<file path="src/design/cstp_pkg.sv">
// ----------------------------------------------------------------------------
// cstp_pkg - shared definitions for the integer text parser
// Field widths, character codes, parser phases and character class helpers.
// ----------------------------------------------------------------------------
package cstp_pkg;

    localparam int MAX_STRING_LEN = 4096;
    localparam int POS_W          = $clog2(MAX_STRING_LEN);
    localparam int CH_W           = 8;
    localparam int VALUE_W        = 32;
    localparam int OFFSET_W       = 12;
    localparam int MAG_W          = 31;
    localparam int PROD_W         = MAG_W + 5;

    localparam logic [MAG_W-1:0] MAG_LIMIT = 31'o17777777777;
    localparam logic [POS_W-1:0] POS_LAST  = POS_W'(MAX_STRING_LEN - 1);

    localparam logic [CH_W-1:0] CH_NUL   = 8'h00;
    localparam logic [CH_W-1:0] CH_TAB   = 8'h09;
    localparam logic [CH_W-1:0] CH_CR    = 8'h0D;
    localparam logic [CH_W-1:0] CH_SPACE = 8'h20;
    localparam logic [CH_W-1:0] CH_PLUS  = 8'h2B;
    localparam logic [CH_W-1:0] CH_MINUS = 8'h2D;
    localparam logic [CH_W-1:0] CH_0     = 8'h30;
    localparam logic [CH_W-1:0] CH_9     = 8'h39;
    localparam logic [CH_W-1:0] CH_UA    = 8'h41;
    localparam logic [CH_W-1:0] CH_UF    = 8'h46;
    localparam logic [CH_W-1:0] CH_UX    = 8'h58;
    localparam logic [CH_W-1:0] CH_LA    = 8'h61;
    localparam logic [CH_W-1:0] CH_LF    = 8'h66;
    localparam logic [CH_W-1:0] CH_LX    = 8'h78;

    typedef enum logic [5:0] {
        PH_SEEK  = 6'b000001,
        PH_SIGN  = 6'b000010,
        PH_ZERO  = 6'b000100,
        PH_DIGS  = 6'b001000,
        PH_TRAIL = 6'b010000,
        PH_DONE  = 6'b100000
    } t_phase;

    typedef enum logic [1:0] {
        RAD_DEC = 2'd0,
        RAD_OCT = 2'd1,
        RAD_HEX = 2'd2
    } t_radix;

    function automatic logic is_dec(input logic [CH_W-1:0] c);
        return (c >= CH_0) && (c <= CH_9);
    endfunction

    function automatic logic is_space(input logic [CH_W-1:0] c);
        return (c == CH_SPACE) || ((c >= CH_TAB) && (c <= CH_CR));
    endfunction

endpackage

</file>
<file path="src/design/cstp_if.sv">
// ----------------------------------------------------------------------------
// cstp_if - stream channels of the integer text parser
// Character channel into the parser and result channel out of it.
// ----------------------------------------------------------------------------
interface cstp_char_if;
    import cstp_pkg::*;

    logic            valid;
    logic            ready;
    logic [CH_W-1:0] ch;

    modport source (output valid, output ch, input ready);
    modport sink   (input valid, input ch, output ready);
endinterface

interface cstp_result_if;
    import cstp_pkg::*;

    logic                       valid;
    logic                       ready;
    logic signed [VALUE_W-1:0]  value;
    logic                       rest_valid;
    logic [OFFSET_W-1:0]        rest_offset;
    logic                       overflow;

    modport source (output valid, output value, output rest_valid,
                    output rest_offset, output overflow, input ready);
    modport sink   (input valid, input value, input rest_valid,
                    input rest_offset, input overflow, output ready);
endinterface

</file>
<file path="src/design/c_style_integer_text_parser.sv">
// ----------------------------------------------------------------------------
// c_style_integer_text_parser - streaming signed integer text parser
// Parses one C-style integer (decimal, octal, hex) per NUL-ended string.
// ----------------------------------------------------------------------------
// Usage:
//   i_char carries one character per beat; a NUL beat ends the string and
//   re-arms the parser for the next one. o_result carries at most one beat
//   per string: the signed value, whether a rest of the string follows and
//   its offset from the string start, and an overflow flag.
//   A result is given at the first non-space character after the digits,
//   at once on magnitude overflow (saturated, no rest), or at NUL if the
//   string ended before either. Characters after a result are ignored.
// Flow:
//   One character per cycle while no result stall holds the input. A
//   character is held in the input register, then its result (if any)
//   sits in the output register.
// Reset and stalls:
//   i_rst_n clears the parse state and both register valid flags.
//   While o_result is stalled with a result waiting, characters that give
//   no result keep flowing; one that would give a result holds in the
//   input register, and i_char.ready drops until the output slot frees.
// ----------------------------------------------------------------------------
module c_style_integer_text_parser (
    input  logic                    i_clk,
    input  logic                    i_rst_n,
    cstp_char_if.sink               i_char,
    cstp_result_if.source           o_result
);
    import cstp_pkg::*;

    // input register
    logic                   r_in_valid;
    logic [CH_W-1:0]        r_ch;

    // parse state
    t_phase                 r_phase,  n_phase;
    t_radix                 r_radix,  n_radix;
    logic                   r_neg,    n_neg;
    logic [MAG_W-1:0]       r_acc,    n_acc;
    logic [POS_W-1:0]       r_pos,    n_pos;

    // result register
    logic                   r_out_valid;
    logic [VALUE_W-1:0]     r_value;
    logic                   r_rest_valid;
    logic [OFFSET_W-1:0]    r_rest_offset;
    logic                   r_overflow;

    // step outputs
    logic                   has_res;
    logic [MAG_W-1:0]       res_mag;
    logic                   res_rest;
    logic                   res_ovf;
    logic                   consume;

    // digit evaluation
    t_radix                 dig_radix;
    logic                   d_ok;
    logic [3:0]             d_val;
    logic [PROD_W-1:0]      prod;
    logic                   d_ovf;
    logic                   run_dig;
    logic                   run_trail;

    // Radix in force when the current character reaches the digit stage.
    always_comb begin
        if (r_phase == PH_ZERO) begin
            dig_radix = RAD_OCT;
        end else if (r_phase == PH_DIGS) begin
            dig_radix = r_radix;
        end else begin
            dig_radix = RAD_DEC;
        end
    end

    // Digit value; octal still takes 8 and 9.
    always_comb begin
        d_ok  = 1'b0;
        d_val = 4'd0;
        if (is_dec(r_ch)) begin
            d_ok  = 1'b1;
            d_val = 4'(r_ch - CH_0);
        end else if (dig_radix == RAD_HEX) begin
            if ((r_ch >= CH_UA) && (r_ch <= CH_UF)) begin
                d_ok  = 1'b1;
                d_val = 4'(r_ch - CH_UA + 8'd10);
            end else if ((r_ch >= CH_LA) && (r_ch <= CH_LF)) begin
                d_ok  = 1'b1;
                d_val = 4'(r_ch - CH_LA + 8'd10);
            end
        end
    end

    // Shift-add by the base; the magnitude never exceeds 31 bits, so 36 hold it.
    always_comb begin
        case (dig_radix)
            RAD_HEX: prod = {1'b0, r_acc, 4'b0000};
            RAD_OCT: prod = {2'b00, r_acc, 3'b000};
            default: prod = {2'b00, r_acc, 3'b000} + {4'b0000, r_acc, 1'b0};
        endcase
        prod  = prod + PROD_W'(d_val);
        d_ovf = prod > PROD_W'(MAG_LIMIT);
    end

    // Phase step for the character in the input register.
    always_comb begin
        n_phase   = r_phase;
        n_radix   = r_radix;
        n_neg     = r_neg;
        n_acc     = r_acc;
        has_res   = 1'b0;
        res_mag   = r_acc;
        res_rest  = 1'b0;
        res_ovf   = 1'b0;
        run_dig   = 1'b0;
        run_trail = 1'b0;

        if (r_ch == CH_NUL) begin
            // End of string: report if nothing was reported yet, then re-arm.
            has_res = (r_phase != PH_DONE);
            n_phase = PH_SEEK;
            n_radix = RAD_DEC;
            n_neg   = 1'b0;
            n_acc   = '0;
        end else begin
            unique case (r_phase)
                PH_SEEK: begin
                    if (r_ch == CH_PLUS) begin
                        n_phase = PH_SIGN;
                    end else if (r_ch == CH_MINUS) begin
                        n_neg   = 1'b1;
                        n_phase = PH_SIGN;
                    end else if (r_ch == CH_0) begin
                        n_radix = RAD_OCT;
                        n_phase = PH_ZERO;
                    end else if (is_dec(r_ch)) begin
                        n_radix = RAD_DEC;
                        run_dig = 1'b1;
                    end
                end
                PH_SIGN: begin
                    if (r_ch == CH_0) begin
                        n_radix = RAD_OCT;
                        n_phase = PH_ZERO;
                    end else begin
                        n_radix = RAD_DEC;
                        run_dig = 1'b1;
                    end
                end
                PH_ZERO: begin
                    if ((r_ch == CH_LX) || (r_ch == CH_UX)) begin
                        n_radix = RAD_HEX;
                        n_phase = PH_DIGS;
                    end else begin
                        run_dig = 1'b1;
                    end
                end
                PH_DIGS:  run_dig   = 1'b1;
                PH_TRAIL: run_trail = 1'b1;
                PH_DONE:  ;
                default:  ;
            endcase

            if (run_dig) begin
                if (!d_ok) begin
                    run_trail = 1'b1;
                end else if (d_ovf) begin
                    // Saturate and drop the rest of the string.
                    has_res = 1'b1;
                    res_mag = MAG_LIMIT;
                    res_ovf = 1'b1;
                    n_phase = PH_DONE;
                end else begin
                    n_acc   = prod[MAG_W-1:0];
                    n_phase = PH_DIGS;
                end
            end

            if (run_trail) begin
                if (is_space(r_ch)) begin
                    n_phase = PH_TRAIL;
                end else begin
                    has_res  = 1'b1;
                    res_rest = 1'b1;
                    n_phase  = PH_DONE;
                end
            end
        end
    end

    // Offset of the next character; saturate on very long strings.
    always_comb begin
        if (r_ch == CH_NUL) begin
            n_pos = '0;
        end else if (r_pos < POS_LAST) begin
            n_pos = r_pos + 1'b1;
        end else begin
            n_pos = r_pos;
        end
    end

    // Advance the held character unless its result would overrun a stalled slot.
    assign consume      = r_in_valid && (!has_res || !r_out_valid || o_result.ready);
    assign i_char.ready = !r_in_valid || consume;

    always_ff @(posedge i_clk) begin
        if (!i_rst_n) begin
            r_in_valid <= 1'b0;
        end else if (i_char.ready) begin
            r_in_valid <= i_char.valid;
        end
    end

    always_ff @(posedge i_clk) begin
        if (i_char.valid && i_char.ready) begin
            r_ch <= i_char.ch;
        end
    end

    always_ff @(posedge i_clk) begin
        if (!i_rst_n) begin
            r_phase <= PH_SEEK;
            r_radix <= RAD_DEC;
            r_neg   <= 1'b0;
            r_acc   <= '0;
            r_pos   <= '0;
        end else if (consume) begin
            r_phase <= n_phase;
            r_radix <= n_radix;
            r_neg   <= n_neg;
            r_acc   <= n_acc;
            r_pos   <= n_pos;
        end
    end

    always_ff @(posedge i_clk) begin
        if (!i_rst_n) begin
            r_out_valid <= 1'b0;
        end else if (consume && has_res) begin
            r_out_valid <= 1'b1;
        end else if (o_result.ready) begin
            r_out_valid <= 1'b0;
        end
    end

    // Apply the sign taken from the state before this beat.
    always_ff @(posedge i_clk) begin
        if (consume && has_res) begin
            r_value       <= r_neg ? (VALUE_W'(0) - VALUE_W'(res_mag)) : VALUE_W'(res_mag);
            r_rest_valid  <= res_rest;
            r_rest_offset <= res_rest ? OFFSET_W'(r_pos) : '0;
            r_overflow    <= res_ovf;
        end
    end

    assign o_result.valid       = r_out_valid;
    assign o_result.value       = r_value;
    assign o_result.rest_valid  = r_rest_valid;
    assign o_result.rest_offset = r_rest_offset;
    assign o_result.overflow    = r_overflow;

endmodule

</file>
<file path="src/flat_wrapper.sv">
// flat-port wrapper written by rule: the top's interface ports become plain ports
module c_style_integer_text_parser_flat import cstp_pkg::*;
  (i_clk, i_rst_n, i_char_valid, i_char_ch, i_char_ready, o_result_valid, o_result_value, o_result_rest_valid, o_result_rest_offset, o_result_overflow, o_result_ready);
  cstp_char_if i_char_i ();
  cstp_result_if o_result_i ();
  input  logic i_clk;
  input  logic i_rst_n;
  input wire logic [$bits(i_char_i.valid)-1:0] i_char_valid;
  input wire logic [$bits(i_char_i.ch)-1:0] i_char_ch;
  output wire logic [$bits(i_char_i.ready)-1:0] i_char_ready;
  output wire logic [$bits(o_result_i.valid)-1:0] o_result_valid;
  output wire logic [$bits(o_result_i.value)-1:0] o_result_value;
  output wire logic [$bits(o_result_i.rest_valid)-1:0] o_result_rest_valid;
  output wire logic [$bits(o_result_i.rest_offset)-1:0] o_result_rest_offset;
  output wire logic [$bits(o_result_i.overflow)-1:0] o_result_overflow;
  input wire logic [$bits(o_result_i.ready)-1:0] o_result_ready;
  assign i_char_i.valid = i_char_valid;
  assign i_char_i.ch = i_char_ch;
  assign i_char_ready = i_char_i.ready;
  assign o_result_valid = o_result_i.valid;
  assign o_result_value = o_result_i.value;
  assign o_result_rest_valid = o_result_i.rest_valid;
  assign o_result_rest_offset = o_result_i.rest_offset;
  assign o_result_overflow = o_result_i.overflow;
  assign o_result_i.ready = o_result_ready;
  c_style_integer_text_parser u_core (.i_clk(i_clk), .i_rst_n(i_rst_n), .i_char(i_char_i), .o_result(o_result_i));
endmodule
</file>
<file path="config.mk">
export PLATFORM = sky130hd
export DESIGN_NAME = c_style_integer_text_parser_flat
export DESIGN_NICKNAME = d
export VERILOG_FILES = /design/src/design/cstp_pkg.sv /design/src/design/cstp_if.sv /design/src/design/c_style_integer_text_parser.sv /design/src/flat_wrapper.sv
export SDC_FILE = /design/constraint.sdc
export NUM_CORES = 1
export LEC_CHECK = 0
export BUFFER_PORTS_ARGS = -buffer_cell sky130_fd_sc_hd__buf_4
export CAP_MARGIN = 5
export CORE_MARGIN = 8
export CORE_UTILIZATION = 36
export DETAILED_ROUTE_END_ITERATION = 10
export GPL_TIMING_DRIVEN = 0
export REMOVE_ABC_BUFFERS = 1
export SETUP_SLACK_MARGIN = 0.2
export SLEW_MARGIN = 15
export SYNTH_ARGS = -nofsm -noshare
export SYNTH_HDL_FRONTEND = slang
export SYNTH_SLANG_ARGS = --single-unit
</file>
<file path="constraint.sdc">
create_clock -name i_clk -period 20.2 [get_ports i_clk]
set_clock_uncertainty 0.05 [all_clocks]
set_input_delay 1.01 -clock i_clk [delete_from_list [all_inputs] [get_ports i_clk]]
set_output_delay 1.01 -clock i_clk [all_outputs]
set_load 0.005 [all_outputs]
</file>
==> results of run 1 <==
[synthesized netlist by cell type (all sizes together), types with 12 or more instances]
library cell  number
nand3             33
mux2i             16
a21oi            107
buf               28
a211oi            12
clkbuf            55
or4               15
and2              22
ha                40
nor3              38
a31oi             16
inv               29
a221oi            19
dfxtp             54
o22ai             25
a221o             12
o21ai             57
or3               21
xnor2             18
nor4              17
o211ai            14
nand4             22
edfxtp            54
xor2              22
nand2            116
o31ai             13
nor2              94
[flip-flops by register name, indices dropped and copies added, names as in the netlist]
| register | cells |
|---|---|
| u_core.o_result.value | 32 |
| u_core.r_acc | 31 |
| u_core.o_result.rest_offset | 12 |
| u_core.r_pos | 12 |
| u_core.r_ch | 8 |
| u_core.r_phase | 6 |
| u_core.r_radix | 2 |
| u_core.o_result.overflow | 1 |
| u_core.o_result.rest_valid | 1 |
| u_core.o_result.valid | 1 |
| u_core.r_in_valid | 1 |
| u_core.r_neg | 1 |
[final cells by class]
cell class | instances | share of cell area, %
clock buffer | 10 | 2.40
clock inverter | 6 | 0.691
inverter | 29 | 1.09
multi-input combinational | 903 | 59.7
sequential | 108 | 27.1
tap | 330 | 4.15
timing repair buffer | 61 | 4.80
[power by group through the flow]
stage | combinational [uW] | clock [uW] | sequential, uW
after floorplan | 8.86 | 0 | 238
after global placement | 16.2 | 0 | 239
after detailed placement | 16.7 | 0 | 239
after CTS | 16.7 | 188 | 234
after global routing | 18.6 | 195 | 234
final | 16.8 | 184 | 234
[path summary, 6_finish.rpt]
check	start	to	slack, ns	cells after the start
worst max-delay path	u_core.r_phase[0]$_SDFFE_PN1N_	u_core.o_result.value[20]$_DFFE_PP_	9.52	34
worst min-delay path	u_core.r_pos[9]$_SDFFE_PN0P_	u_core.r_pos[9]$_SDFFE_PN0P_	0.42	2
worst max register to register	u_core.r_phase[0]$_SDFFE_PN1N_	u_core.o_result.value[20]$_DFFE_PP_	9.52	34
worst min register to register	u_core.r_pos[9]$_SDFFE_PN0P_	u_core.r_pos[9]$_SDFFE_PN0P_	0.42	2
[tightest hold or removal path, stage by stage (launching register included)]
cell,delay [ns]
dfxtp_1,0.31
o41ai_1,0.06
a21oi_1,0.06
[stage by stage]
stage                     cell area [um2]  instances  worst slack (ns)  total power, uW
final                                9960       1447              9.52              435
after global placement               9560       1429              9.21              255
after CTS                            9950       1447              9.61              439
after detailed placement             9640       1431              9.66              256
after floorplan                      8700       1040             11.43              247
after global routing                 9960       1447              8.69              448
[per-layer routing]
metal	GRT usage [%]	vias to the layer above	routed length [um]
met5	0	-	0
met4	3.71	0	416
met3	2.50	39	1540
met2	28.2	262	12400
met1	23.3	4199	12500
li1	-	4273	-
[kinds of logic after synthesis]
kind of cell	count (synthesis)	synth area share (%)
and+or+nand+nor	433	24.8
buffers and inverters	112	5.07
xor gates and xnor gates	40	3.87
DFF	108	29.9
muxes	20	2.27
adders and majority gates	42	5.97
AOI/OAI and AO/OA	368	28.1
==> impl_metrics.toml, run 1 <==
[sta]
relSlewSlack_pct = 22.3
rsz0062_at_grt = "no"
tightestPinTransition_ns = 1.16
post-route-period-util_pct = 52.9
fmax_mhz = 93.6
setup_viol = 0
fin_tns_setup_ns = 0
hold_viol = 0
slew_violations = 0
worst_hold_slack_ns = 0.421
post-route-min-period_ns = 10.68

[placement]
numPortBuffers = 59
finalWeightedCongestion = 0.910
dp_hpwl_um = 19500

[detailed_routing]
ant_nets = 0
drc = 0
routedWlPerCell_um = 18.5
drt_pre_antenna_iters = 6
num_vias = 8773
wl_um = 26800
drt_iter0_drc = 770
via_per_inst = 6.06

[grt]
grtUsageTotal_pct = 17.1
grt_max_degree = 74
overflow = 0
antenna_found_initial = 0
grt_first_pass_wirelength_um = 43700
grt_pass1_vias = 8251

[layout]
fill_cells = 2562
drive_gt1_share_pct = 11.0
nets = 1166
antenna_cells_inserted = 0
final_cell_mix = "nand2_1, a21oi_1, nor2_1"
final_common_cell = "nand2_1"
seq_area_um2 = 2700
multi_input_area_um2 = 5950
syn_to_final_growth_pct = 9.96
fin_util_pct = 39.9

[power_and_ir_drop]
internal_power_uw = 338
seqPwrFrac_pct = 53.8
power_switching_uw = 96.9
power_density_nw_per_um2 = 43.7
ir_worst_vdd_mv = 0.0346
combPwrFrac_pct = 3.9
swShare_pct = 22.3
p_clk_share_pct = 42.3
p_leak_uw = 0.00354

[die]
fp.dieH_um = 175
rows = 58
die_area_um2 = 30500
design.portCount = 60
fp.coreArea_um2 = 25000
initial_core_util_pct = 36.3
die_w_um = 175

[logic_synthesis]
synth-edff-count = 54
yosysTopAreaCellShare_pct = 17.9
synthTopCellsByArea = "edfxtp_1, dfxtp_1, a21oi_1"
synth_flop_cell = "edfxtp_1"
ys_ff_latch = 108
ys_warn_count = 0
syn_area_per_cell_um2 = 8.06
synth_area_um2 = 9050
async_flop_share_pct = 0
syn_inst = 1123
synth-seq-area-share_pct = 29.9
yosysTopAreaCell = "edfxtp_1"
synth_cell_type_count = 90

[worst_setup_path]
cp-end-kind = "register"
critPathTopFamily = "simple AND/OR/NAND/NOR gates"
cp_slowest_cell = "ha_2"
timing.critical_path.buf_inv = 3
cp.arrival_ns = 10.67
max_stage_delay_ns = 0.68
critPathMaxFanout = 49
start_kind = "register"
cp_data_required_time_ns = 20.19
criticalPathCategory = "reg2reg"

[clock_tree]
clk_pin_slew_ns = 0.07
clock_path_buffers = 2
cts_resized = 0
cts_tree = "done"
htree_levels = 3
worstSkewPairLatency_ns = 0.35
post_cts_buffers = 0
numCtsBuffers = 9
hold_buffers = 0
cts-root-buf = "clkbuf_16"
clock_sink_count = 108

[run_status]
outcome = "complete, no violations"

[hold_path]
min_path_type = "reg2reg"

[run]
maxCapViolCount = 0
No activity file was read; power rests on OpenSTA's default activity.
==> inputs of run 2 (changes only) <==
==> constraint.sdc (replaced) <==
create_clock -name i_clk -period 9.4 [get_ports i_clk]
set_clock_uncertainty 0.05 [all_clocks]
set_input_delay 0.47 -clock i_clk [delete_from_list [all_inputs] [get_ports i_clk]]
set_output_delay 0.47 -clock i_clk [all_outputs]
set_load 0.005 [all_outputs]
==> impl_metrics.toml, run 2 (synthesis results as in run 1) <==
[run_status]
outcome = "complete, no violations"

[sta]
post-route-min-period_ns = 8.71
slew_violations = 0
fin_tns_setup_ns = 0
post-route-period-util_pct = 92.7
rsz0062_at_grt = "no"
hold_viol = 0
tightestPinTransition_ns = 1.16
setup_viol = 0
relSlewSlack_pct = 22.7
worst_hold_slack_ns = 0.245
fmax_mhz = 115

[worst_setup_path]
critPathMaxFanout = 38
cp_data_required_time_ns = 9.39
start_kind = "register"
max_stage_delay_ns = 0.60
criticalPathCategory = "reg2reg"
path_common_cell = "or3_1"
cp_slowest_cell = "ha_4"
cp.arrival_ns = 8.70
cp-end-kind = "register"

[grt]
top_usage_layer = "met2"
grtUsageMet3_pct = 2.70
overflow = 0
grt_first_pass_wirelength_um = 44000
grtUsageTotal_pct = 17.2
grt_use_met2_pct = 28.3
antenna_found_initial = 0
globalRouteMet1Util_pct = 23.5
grt_max_degree = 74
grt_pass1_vias = 8263

[power_and_ir_drop]
power_uw = 938
power_density_nw_per_um2 = 92.8
p_leak_uw = 0.00357
ir_worst_vdd_mv = 0.0742

[clock_tree]
htree_levels = 3
cts-root-buf = "clkbuf_16"
clock_path_buffers = 2
worstSkewPairLatency_ns = 0.35
cts_tree = "done"
clock_sink_count = 108
clk_pin_slew_ns = 0.08
numCtsBuffers = 9

[detailed_routing]
drc = 0
ant_nets = 0
via_per_inst = 6.07
num_vias = 8822
drt_pre_antenna_iters = 6
routedWlPerCell_um = 18.9
drt_iter0_drc = 888
wl_um = 27400

[layout]
fill_cells = 2539
drive_gt1_share_pct = 12.3
final_cell_mix = "nand2_1, a21oi_1, nor2_1"
nets = 1173
final_common_cell = "nand2_1"
syn_to_final_growth_pct = 11.6
antenna_cells_inserted = 0
largest_reg_flops = 32

[die]
initial_core_util_pct = 36.3
rows = 58
design.portCount = 60
fp.dieH_um = 175
fp.coreArea_um2 = 25000
die_area_um2 = 30500
die_w_um = 175

[placement]
dp_hpwl_um = 19500
numPortBuffers = 59
finalWeightedCongestion = 0.910

[hold_path]
min_path_type = "in2reg"

[run]
maxCapViolCount = 0
==> run 2: changes by cell type in the layout (fill, tap and decap cells not counted), sizes merged <==
cell / delta
clkinvlp: +1
buf: +7
inv: -1
==> run 2: per-stage QoR <==
stage	utilization [%]	setup slack, ns	instances	cell area (um2)
detailed placement	38.6	-1.14	1431	9640
global placement	38.3	-1.59	1429	9560
global route	40.5	0.210	1454	10100
CTS	40.0	0.230	1449	9990
floorplan	-	0.628	1040	8700
finish	40.5	0.690	1454	10100
==> run 2: power by group <==
group	internal [uW]	leakage [uW]	switching, uW
logic	13.1	0.00254	23.9
clock network	217	0.000150	181
registers	496	0.000884	7.28
total	726	0.00357	212
==> run 2: final timing paths <==
check	slack, ns	start	endpoint	cells after the start
worst max-delay path	0.69	u_core.r_phase[0]$_SDFFE_PN1N_	u_core.o_result.value[20]$_DFFE_PP_	33
worst min-delay path	0.25	i_char_ch[0]	u_core.r_ch[0]$_DFFE_PP_	1
worst max register to register	0.69	u_core.r_phase[0]$_SDFFE_PN1N_	u_core.o_result.value[20]$_DFFE_PP_	33
worst min register to register	0.42	u_core.r_pos[9]$_SDFFE_PN0P_	u_core.r_pos[9]$_SDFFE_PN0P_	2
==> run 2: worst max-delay path, delay by kind of cell, from the launching register on <==
kind,cells,cell delay [ns]
compound gates,4,0.71
fa+ha+maj,4,1.34
buf+inv,4,0.56
flops,1,0.41
mux,1,0.47
simple gates,20,4.85
==> run 2: repair_timing <==
item / in CTS / in global routing
pin swaps: 1 / 2
hold buffers: 0 / 0
endpoints found under the setup margin: 10 / 9
gates cloned: 0 / 0
buffers inserted: 2 / 5
hold endpoints to repair: 0 / 0
gates resized for setup: 5 / 9
==> run 2: area by class of cell <==
| class | instances | area (um2) | area share [%] |
|---|---|---|---|
| Timing Repair Buffer | 68 | 551 | 5.45 |
| Inverter | 29 | 118 | 1.16 |
| Clock inverter | 6 | 68.8 | 0.681 |
| Tap cell | 330 | 413 | 4.09 |
| Sequential cell | 108 | 2700 | 26.7 |
| Clock buffer | 10 | 239 | 2.36 |
| Multi-Input combinational cell | 903 | 6020 | 59.5 |
==> run 2: routing by layer <==
metal	share of wire, %	vias up	wire length (um)
met3	5.7	36	1560
met4	1.5	0	398
li1	-	4292	-
met5	0	-	0
met1	47	4208	12900
met2	46	286	12600
